$ cat src/sv/mex_pkg.sv
// ============================================================================
// mex_pkg
// Shared types and constants of the modular exponentiation unit.
// ============================================================================
package mex_pkg;

    // Fixed width of the base field
    localparam int BASE_WIDTH = 63;

    // Step counter width: covers the base scan and every product scan
    localparam int CNT_W = 6;

    // Modulus after reset, before any write
    localparam logic [63:0] MODULUS_RESET = 64'd1000000000000000007;

    typedef enum logic [2:0] {
        S_IDLE,
        S_RED,
        S_RED_WB,
        S_NEXT,
        S_DBL,
        S_ADD,
        S_WB,
        S_DONE
    } t_state;

    typedef enum logic [3:0] {
        OP_NONE,
        OP_START,
        OP_RED,
        OP_RED_WB,
        OP_INIT_MUL,
        OP_INIT_SQR,
        OP_DBL,
        OP_ADD,
        OP_WB_MUL,
        OP_WB_SQR,
        OP_LOAD_OUT
    } t_op;

    typedef struct packed {
        t_op  op;
        logic shift_y;
    } t_ctrl;

    typedef struct packed {
        logic m_small;
        logic exp_zero;
        logic exp_lsb;
        logic ybit;
        logic out_free;
    } t_stat;

endpackage

$ cat src/sv/mex_addmod.sv
// ============================================================================
// mex_addmod
// Shared modular adder: (a + b + cin) mod m for a, b below m.
// ============================================================================
module mex_addmod #(
    parameter int MOD_WIDTH = 60
) (
    input  logic [MOD_WIDTH-1:0] i_a,
    input  logic [MOD_WIDTH-1:0] i_b,
    input  logic                 i_cin,
    input  logic [MOD_WIDTH-1:0] i_m,
    output logic [MOD_WIDTH-1:0] o_sum
);
    logic [MOD_WIDTH:0] sum;
    logic [MOD_WIDTH:0] diff;

    // Sum stays below 2m, so one conditional subtract reduces it
    assign sum  = {1'b0, i_a} + {1'b0, i_b} + {{MOD_WIDTH{1'b0}}, i_cin};
    assign diff = sum - {1'b0, i_m};
    assign o_sum = (sum >= {1'b0, i_m}) ? diff[MOD_WIDTH-1:0] : sum[MOD_WIDTH-1:0];

endmodule

$ cat src/sv/mex_ctrl.sv
// ============================================================================
// mex_ctrl
// Sequencer: base reduction, square-and-multiply scan, add-double steps.
// ============================================================================
module mex_ctrl #(
    parameter int MOD_WIDTH = 60
) (
    input  logic          i_clk,
    input  logic          i_rst_n,
    input  logic          i_in_valid,
    input  mex_pkg::t_stat i_stat,
    output mex_pkg::t_ctrl o_ctrl,
    output logic          o_busy
);
    import mex_pkg::*;

    t_state           r_state, n_state;
    logic [CNT_W-1:0] r_cnt, n_cnt;
    logic             r_kind_mul, n_kind_mul;

    always_ff @(posedge i_clk) begin
        if (!i_rst_n) begin
            r_state    <= S_IDLE;
            r_cnt      <= '0;
            r_kind_mul <= 1'b0;
        end else begin
            r_state    <= n_state;
            r_cnt      <= n_cnt;
            r_kind_mul <= n_kind_mul;
        end
    end

    // Next state and step counter
    always_comb begin
        n_state    = r_state;
        n_cnt      = r_cnt;
        n_kind_mul = r_kind_mul;
        unique case (r_state)
            S_IDLE: begin
                if (i_in_valid) begin
                    n_cnt   = CNT_W'(BASE_WIDTH - 1);
                    n_state = i_stat.m_small ? S_DONE : S_RED;
                end
            end
            S_RED: begin
                if (r_cnt == '0) begin
                    n_state = S_RED_WB;
                end else begin
                    n_cnt = r_cnt - 1'b1;
                end
            end
            S_RED_WB: n_state = S_NEXT;
            S_NEXT: begin
                if (i_stat.exp_zero) begin
                    n_state = S_DONE;
                end else begin
                    n_kind_mul = i_stat.exp_lsb;
                    n_cnt      = CNT_W'(MOD_WIDTH - 1);
                    n_state    = S_DBL;
                end
            end
            S_DBL: begin
                if (i_stat.ybit) begin
                    n_state = S_ADD;
                end else if (r_cnt == '0) begin
                    n_state = S_WB;
                end else begin
                    n_cnt = r_cnt - 1'b1;
                end
            end
            S_ADD: begin
                if (r_cnt == '0) begin
                    n_state = S_WB;
                end else begin
                    n_cnt   = r_cnt - 1'b1;
                    n_state = S_DBL;
                end
            end
            S_WB: n_state = S_NEXT;
            S_DONE: begin
                if (i_stat.out_free) begin
                    n_state = S_IDLE;
                end
            end
            default: n_state = S_IDLE;
        endcase
    end

    // Datapath commands
    always_comb begin
        o_ctrl.op      = OP_NONE;
        o_ctrl.shift_y = 1'b0;
        o_busy         = 1'b1;
        unique case (r_state)
            S_IDLE: begin
                o_busy = 1'b0;
                if (i_in_valid) begin
                    o_ctrl.op = OP_START;
                end
            end
            S_RED:    o_ctrl.op = OP_RED;
            S_RED_WB: o_ctrl.op = OP_RED_WB;
            S_NEXT: begin
                if (!i_stat.exp_zero) begin
                    o_ctrl.op = i_stat.exp_lsb ? OP_INIT_MUL : OP_INIT_SQR;
                end
            end
            S_DBL: begin
                o_ctrl.op      = OP_DBL;
                o_ctrl.shift_y = !i_stat.ybit;
            end
            S_ADD: begin
                o_ctrl.op      = OP_ADD;
                o_ctrl.shift_y = 1'b1;
            end
            S_WB:   o_ctrl.op = r_kind_mul ? OP_WB_MUL : OP_WB_SQR;
            S_DONE: begin
                if (i_stat.out_free) begin
                    o_ctrl.op = OP_LOAD_OUT;
                end
            end
            default: o_ctrl.op = OP_NONE;
        endcase
    end

endmodule

$ cat src/sv/modexp_large_modulus_add_double_unit.sv
// ============================================================================
// modexp_large_modulus_add_double_unit
// Modular exponentiation by square and multiply over one shared add-mod unit.
// ============================================================================
// Usage:
//   Input channel (i_in_valid / o_in_stall) carries one item: base and
//   exponent. Output channel (o_out_valid / i_out_stall) returns power =
//   base^exponent mod modulus. The modulus register is written through
//   i_cfg_we / i_cfg_wdata; the user must write it only while the block
//   is idle, as the block itself does not enforce this.
//   Every arithmetic step goes through one modular adder, one step a cycle:
//   - base reduction: 63 Horner steps plus a writeback step,
//   - per exponent bit: one optional multiply and one square, each an init
//     step, MOD_WIDTH doubling steps, an add step per one bit of the
//     multiplier and a writeback step,
//   - the final square is skipped once no exponent bits remain.
//   A modulus below two skips the computation and loads 0 into the output
//   register as soon as that register is free.
//   o_in_stall is high from acceptance until the result moves
//   into the output register; the next item is taken while that result
//   still waits. A stalled result holds in the output register.
//   Reset (synchronous, active low) clears the sequencer and the output
//   valid and restores the modulus to 1000000000000000007.
// ============================================================================
module modexp_large_modulus_add_double_unit #(
    parameter int MOD_WIDTH = 60,
    parameter int EXP_WIDTH = 63
) (
    input  logic                           i_clk,
    input  logic                           i_rst_n,
    input  logic                           i_cfg_we,
    input  logic [MOD_WIDTH-1:0]           i_cfg_wdata,
    input  logic                           i_in_valid,
    output logic                           o_in_stall,
    input  logic [mex_pkg::BASE_WIDTH-1:0] i_base,
    input  logic [EXP_WIDTH-1:0]           i_exponent,
    output logic                           o_out_valid,
    input  logic                           i_out_stall,
    output logic [MOD_WIDTH-1:0]           o_power
);
    import mex_pkg::*;

    // Control registers
    logic                  r_out_valid;
    logic [MOD_WIDTH-1:0]  r_modulus;

    // Payload registers
    logic [BASE_WIDTH-1:0] r_base;    // raw base, shifted out msb first
    logic [EXP_WIDTH-1:0]  r_exp;     // remaining exponent bits
    logic [MOD_WIDTH-1:0]  r_b;       // running base power
    logic [MOD_WIDTH-1:0]  r_result;  // running result
    logic [MOD_WIDTH-1:0]  r_acc;     // product / reduction accumulator
    logic [MOD_WIDTH-1:0]  r_x;       // multiplicand
    logic [MOD_WIDTH-1:0]  r_y;       // multiplier, shifted out msb first
    logic [MOD_WIDTH-1:0]  r_power;

    t_ctrl ctrl;
    t_stat stat;
    logic  busy;

    logic [MOD_WIDTH-1:0] add_a;
    logic [MOD_WIDTH-1:0] add_b;
    logic                 add_cin;
    logic [MOD_WIDTH-1:0] add_sum;

    // Status back to the sequencer
    always_comb begin
        stat.m_small  = ((r_modulus >> 1) == '0);
        stat.exp_zero = (r_exp == '0);
        stat.exp_lsb  = r_exp[0];
        stat.ybit     = r_y[MOD_WIDTH-1];
        stat.out_free = !r_out_valid || !i_out_stall;
    end

    mex_ctrl #(
        .MOD_WIDTH(MOD_WIDTH)
    ) u_ctrl (
        .i_clk     (i_clk),
        .i_rst_n   (i_rst_n),
        .i_in_valid(i_in_valid),
        .i_stat    (stat),
        .o_ctrl    (ctrl),
        .o_busy    (busy)
    );

    // Operand select for the shared adder
    always_comb begin
        add_a   = r_acc;
        add_b   = r_acc;
        add_cin = 1'b0;
        case (ctrl.op)
            OP_RED: add_cin = r_base[BASE_WIDTH-1];  // r = 2r + next base bit
            OP_ADD: add_b   = r_x;                   // acc = acc + x
            default: begin
                add_b = r_acc;                       // doubling
            end
        endcase
    end

    mex_addmod #(
        .MOD_WIDTH(MOD_WIDTH)
    ) u_addmod (
        .i_a  (add_a),
        .i_b  (add_b),
        .i_cin(add_cin),
        .i_m  (r_modulus),
        .o_sum(add_sum)
    );

    always_ff @(posedge i_clk) begin
        if (!i_rst_n) begin
            r_out_valid <= 1'b0;
            r_modulus   <= MODULUS_RESET[MOD_WIDTH-1:0];
        end else begin
            if (i_cfg_we) begin
                r_modulus <= i_cfg_wdata;
            end
            // Raise on load, drop once the receiver takes the item
            if (ctrl.op == OP_LOAD_OUT) begin
                r_out_valid <= 1'b1;
            end else if (!i_out_stall) begin
                r_out_valid <= 1'b0;
            end
        end
    end

    always_ff @(posedge i_clk) begin
        if (ctrl.shift_y) begin
            r_y <= r_y << 1;
        end
        case (ctrl.op)
            OP_START: begin
                r_base   <= i_base;
                r_exp    <= i_exponent;
                r_acc    <= '0;
                r_result <= stat.m_small ? '0 : {{(MOD_WIDTH-1){1'b0}}, 1'b1};
            end
            OP_RED: begin
                r_acc  <= add_sum;
                r_base <= r_base << 1;
            end
            OP_RED_WB: r_b <= r_acc;
            OP_INIT_MUL: begin
                r_acc <= '0;
                r_x   <= r_b;
                r_y   <= r_result;
            end
            OP_INIT_SQR: begin
                r_acc <= '0;
                r_x   <= r_b;
                r_y   <= r_b;
            end
            OP_DBL, OP_ADD: r_acc <= add_sum;
            OP_WB_MUL: begin
                r_result <= r_acc;
                r_exp[0] <= 1'b0;   // leave the square for this bit
            end
            OP_WB_SQR: begin
                r_b   <= r_acc;
                r_exp <= r_exp >> 1;
            end
            OP_LOAD_OUT: r_power <= r_result;
            default: begin
                r_power <= r_power;
            end
        endcase
    end

    assign o_in_stall  = busy;
    assign o_out_valid = r_out_valid;
    assign o_power     = r_power;

endmodule

$ cat config.mk
export PLATFORM = sky130hd
export DESIGN_NAME = modexp_large_modulus_add_double_unit
export DESIGN_NICKNAME = d
export VERILOG_FILES = /design/src/sv/mex_pkg.sv /design/src/sv/mex_addmod.sv /design/src/sv/mex_ctrl.sv /design/src/sv/modexp_large_modulus_add_double_unit.sv
export SDC_FILE = /design/constraint.sdc
export NUM_CORES = 1
export LEC_CHECK = 0
export ABC_AREA = 1
export CORE_MARGIN = 1
export CORE_UTILIZATION = 50
export CTS_CLUSTER_SIZE = 16
export DETAILED_ROUTE_END_ITERATION = 8
export DONT_BUFFER_PORTS = 1
export PLACE_DENSITY = 0.63
export SETUP_SLACK_MARGIN = 0.5
export SLEW_MARGIN = 40
export SYNTH_ARGS = -nofsm -noshare
export SYNTH_HDL_FRONTEND = slang
export SYNTH_HIERARCHICAL = 1
export SYNTH_SLANG_ARGS = --single-unit
$ cat constraint.sdc
create_clock -name i_clk -period 7.8 [get_ports i_clk]
set_clock_uncertainty 0.15 [all_clocks]
set_input_delay 0.78 -clock i_clk [delete_from_list [all_inputs] [get_ports i_clk]]
set_output_delay 0.78 -clock i_clk [all_outputs]
set_load 0.01 [all_outputs]
==> flow_summary.json, run 1 <==
{
  "synth_nets": 4977,
  "mostFrequentLayoutCell": "nand2_1",
  "outcome": "finished, final reports clean",
  "required_ps": 8000,
  "ant_nets": 0,
  "dieArea_um2": 69500,
  "drt_iter0_drc": 2306,
  "wl_per_cell_um": 19.4,
  "synth.avg_cell_area_um2": 7.34,
  "cts-root-buf": "clkbuf_16",
  "synthMuxAreaShare_pct": 0.0329,
  "start_kind": "flip-flop",
  "yosys.area_share.adder_pct": 4.56,
  "grt_usage_pct": 30.8,
  "nets": 4965,
  "slowest_stage": "fa_1",
  "synth-xor-area-share_pct": 1.54,
  "vias_per_cell": 5.22,
  "synth_top_area_share_pct": 42.7,
  "syn_to_final_growth_pct": 9.46,
  "final_cell_mix": "nand2_1, inv_1, edfxtp_1",
  "dp.cells": 5457,
  "portBuffers": 0,
  "insertion_delay_ps": 650,
  "synth_top_family_by_area": "simple AND/OR/NAND/NOR gates",
  "cts_tree": "yes",
  "drive_gt1_share_pct": 5.30,
  "fmax_mhz": 145,
  "hp-class": "in -> reg",
  "worstReg2RegStart": "u_ctrl/r_state[2]$_SDFFE_PN0P_",
  "ios": 253,
  "grt_max_degree": 89,
  "ys_seq_area_share_pct": 46.8,
  "stdcell_count": 5575,
  "hpwl_um": 85500,
  "synthSimpleGateAreaFrac_pct": 32.3,
  "holdPathEnd": "u_ctrl/r_state[2]$_SDFFE_PN0P_",
  "core_um2": 67400,
  "whs_path_depth": 2,
  "wl_um": 108000,
  "numCtsBuffers": 60,
  "rsz0062_at_grt": "no",
  "synth_edf_count": 486,
  "drt-pass1-iter-count": 6,
  "via_count": 29100,
  "clock_sinks": 557,
  "netlist_area_um2": 34200,
  "hold_violations": 0,
  "synth-compound-area-share_pct": 4.49,
  "ys_ff_latch": 557,
  "grt-ovfl-total": 0,
  "end_kind": "flip-flop",
  "layout_min_cycle_time_ps": 6920,
  "antenna_found_initial": 0,
  "n_antenna_cell": 0,
  "r2r_cells": 34,
  "htree_levels": 2,
  "timing.rr.end": "add_a[42]$_SDFFCE_PN0P_",
  "synth.top_cells.by_area": "edfxtp_1, nand2_1, inv_1",
  "critPathMaxStageDelay_ps": 500,
  "worstMarginPinSlew_ps": 865,
  "cp_common_cell": "nand2_1",
  "min_from": "i_rst_n",
  "gp_congestion": 1.04,
  "slew_headroom_pct": 41.8,
  "hold-worst-slack_ps": 103,
  "final_util_pct": 55.6,
  "max_cap_viol_count": 0,
  "arrival_ps": 7120,
  "yosys_warnings": 6,
  "finalCritPeriodShare_pct": 88.7,
  "die_h_um": 264,
  "syn_inst": 4663,
  "cts_buffer_depth": 3,
  "path_max_fanout": 9,
  "fp-row-count": 95,
  "start_util_pct": 50.8,
  "die_width_um": 264,
  "grt_pass1_wl_um": 162000,
  "yosysTopAreaCell": "edfxtp_1",
  "rrSetupSlack_ps": 880,
  "grt_pass1_vias": 28100,
  "yosysUniqueCellTypes": 51,
  "drv_slew": 0,
  "path_clk_slew_ps": 70,
  "critical_path_class": "reg -> reg",
  "tns_ps": 0,
  "synth-main-ff-cell": "edfxtp_1",
  "synthArstFlopShare_pct": 0,
  "drc_errors": 0,
  "finalSetupViolations": 0
}
cell usage after synthesis (all sizes together) (6+ instances only):
cell type     n
nand2      1882
inv         781
edfxtp      486
nor2        479
nand3       283
o21ai       160
ha          120
a21oi       102
buf          85
dfxtp        71
xor2         55
nand4        44
nor3         34
clkbuf       25
o21bai       14
nor4          8
and2          6
per-layer routing:
metal	global-route usage (%)	share of wire (%)	wire length, um
met1	41.1	44	47400
met4	13.3	4.5	4820
met3	3.54	5.6	6080
met2	50.5	46	49900
met5	0	0	0
worst max path at each step:
stage | startpoint | end | slack (ps) | cells after the start
after floorplan | i_out_stall | r_b[0]$_DFFE_PP_ | 1260 | 6
after global placement | u_ctrl/r_state[0]$_SDFFE_PN0P_ | add_a[0]$_SDFFCE_PN0P_ | 350 | 33
after detailed placement | u_ctrl/r_state[0]$_SDFFE_PN0P_ | add_a[3]$_SDFFCE_PN0P_ | 340 | 33
after CTS | r_exp[30]$_DFFE_PP_ | add_a[35]$_SDFFCE_PN0P_ | 540 | 41
after global routing | r_exp[14]$_DFFE_PP_ | add_a[42]$_SDFFCE_PN0P_ | 470 | 39
final | u_ctrl/r_state[2]$_SDFFE_PN0P_ | add_a[42]$_SDFFCE_PN0P_ | 880 | 34
through the flow:
step,setup WS [ps],cell area [um^2]
5_1_grt,468,37500
3_3_place_gp,354,35000
2_1_floorplan,1260,34200
4_1_cts,539,37100
3_5_place_dp,335,35000
6_report,880,37500
flip-flops by register name, summed over array words and instances (netlist names):
register and cells:
r_result 60, o_out_valid 1, r_base 63, r_exp 63, u_ctrl/r_cnt 6, r_b 60, u_ctrl/r_kind_mul 1, r_modulus 60
add_a 60, o_power 60, r_x 60, r_y 60, u_ctrl/r_state 3
layout make-up:
class | count | area, um^2
flip-flops and latches | 557 | 16000
clock buffers | 72 | 1570
multi-input cells | 3215 | 15000
repair buffers | 35 | 350
well taps | 873 | 1090
inverters | 782 | 2950
clock inverters | 41 | 515
fillers | 6630 | 29900
timing repair:
action / in CTS / in global routing
cloned: 0 / 2
pin swaps: 0 / 3
setup endpoints to repair: 58 / 60
buffers inserted: 0 / 2
resized for setup: 4 / 60
hold buffers: 0 / 0
cell families after synthesis:
kind of cell / count (synthesis)
compound gates: 285
xor+xnor: 60
fa+ha+maj: 123
buf+inv: 892
flops: 557
mux: 1
simple gates: 2745
critical path, delay by kind of cell, from the launching register on:
family / cells / cell delay, ps
and+or+nand+nor: 25 / 3830
AOI/OAI and AO/OA: 1 / 280
DFF: 1 / 450
buffers and inverters: 4 / 390
adders and majority gates: 3 / 1140
muxes: 1 / 380
Power of run 1 is left out: the tool's default activity adds up to more than one toggle a clock period on the data nets, which glitch-free logic cannot reach.
==> run 2, diff against run 1 <==
RECOVER_POWER = 50   (was unset)
clock period = 8.36 ns   (was 7.8 ns; I/O delays follow)
==> flow_summary.json, run 2 (synthesized netlist as in run 1, its figures left out) <==
{
  "outcome": "finished with violations",
  "violations": "max-capacitance violations, max-slew violations",
  "critical_path_class": "reg -> reg",
  "final_cell_mix": "nand2_1, inv_1, edfxtp_1",
  "gp_congestion": 1.03,
  "ant_nets": 0,
  "numCtsBuffers": 58,
  "core_um2": 67400,
  "crit_family": "simple AND/OR/NAND/NOR gates",
  "arrival_ps": 7620,
  "drv_slew": 340,
  "slew_headroom_pct": -121,
  "fillCellCount": 6638,
  "drt-pass1-iter-count": 6,
  "clock_sinks": 557,
  "worstMarginPinSlew_ps": 3310,
  "start_kind": "flip-flop",
  "grt_max_degree": 119,
  "hp-class": "in -> reg",
  "ios": 253,
  "fp-row-count": 95,
  "required_ps": 8680,
  "hpwl_um": 85400,
  "hold_violations": 0,
  "finalSetupViolations": 0,
  "n_antenna_cell": 0,
  "drive_gt1_share_pct": 3.64,
  "max_cap_viol_count": 6,
  "end_kind": "flip-flop",
  "portBuffers": 0,
  "die_width_um": 264,
  "htree_levels": 2,
  "cts-root-buf": "clkbuf_16",
  "tns_ps": 0,
  "grt_usage_pct": 30.5,
  "cts_buffer_depth": 3,
  "dieArea_um2": 69500,
  "cp_common_cell": "nand2_1",
  "grt-ovfl-total": 0,
  "cts_tree": "yes",
  "crit_buf_inv": 4,
  "critPathMaxStageDelay_ps": 520,
  "rsz0062_at_grt": "no",
  "via_count": 29100,
  "start_util_pct": 50.8,
  "path_clk_slew_ps": 60,
  "drt_iter0_drc": 2488,
  "insertion_delay_ps": 640,
  "nets": 4960,
  "slowest_stage": "xnor2_1",
  "top_regs": "r_base x63, r_exp x63",
  "die_h_um": 264,
  "mostFrequentLayoutCell": "nand2_1",
  "fmax_mhz": 137,
  "vias_per_cell": 5.23,
  "finalCritPeriodShare_pct": 87.2,
  "path_max_fanout": 59,
  "wl_um": 108000,
  "antenna_found_initial": 0,
  "syn_to_final_growth_pct": 8.06,
  "grt_pass1_vias": 28000,
  "hold_buffers": 0,
  "wl_per_cell_um": 19.3,
  "layout_min_cycle_time_ps": 7290,
  "drc_errors": 0,
  "grt_pass1_wl_um": 161000
}
-- run 2: per-stage QoR --
step                      hold slack, ps  std cells  util (%)  instance area [um^2]  worst slack (ps)
after floorplan                      277       4663         -                 34200              1770
after global placement               281       5455      52.0                 35000               972
after detailed placement             285       5456      52.0                 35100               927
after CTS                            140       5565      54.9                 37000               887
after global routing                 147       5568      54.9                 37000               624
final                                172       5568      54.9                 37000              1070
-- run 2: worst paths after layout --
kind | from | endpoint | slack, ps | cells after the start
worst max-delay path | u_ctrl/r_state[2]$_SDFFE_PN0P_ | add_a[30]$_SDFFCE_PN0P_ | 1070 | 33
worst max register to register | u_ctrl/r_state[2]$_SDFFE_PN0P_ | add_a[30]$_SDFFCE_PN0P_ | 1070 | 33
worst min-delay path | i_cfg_we | r_modulus[54]$_SDFFE_PN1P_ | 170 | 2
worst min register to register | r_result[54]$_SDFFCE_PN0P_ | o_power[54]$_DFFE_PP_ | 300 | 0
-- run 2: layout make-up --
cell class / count / area [um^2] / share of cell area (%)
Sequential cell: 557 / 16000 / 43.3
Multi-Input combinational cell: 3214 / 14700 / 39.7
Inverter: 782 / 2940 / 7.96
Clock buffer: 79 / 1560 / 4.22
Tap cell: 873 / 1090 / 2.95
Clock inverter: 30 / 353 / 0.954
Timing Repair Buffer: 33 / 324 / 0.876
-- run 2: per-layer routing --
layer  vias to the layer above  wire length, um  share of wire [%]  global-route usage (%)
li1                      14600                -                  -                       -
met1                     13500            47400                 44                    40.8
met2                       912            49200                 46                    49.9
met3                       192             5720                5.3                    2.92
met4                         0             5430                5.0                    14.4
met5                         -                0                  0                       0
-- run 2: what timing repair did --
item,CTS,global route
resized for setup,0,6
setup endpoints to repair,0,59
setup buffers,0,1
Power of run 2 is left out for the same reason.
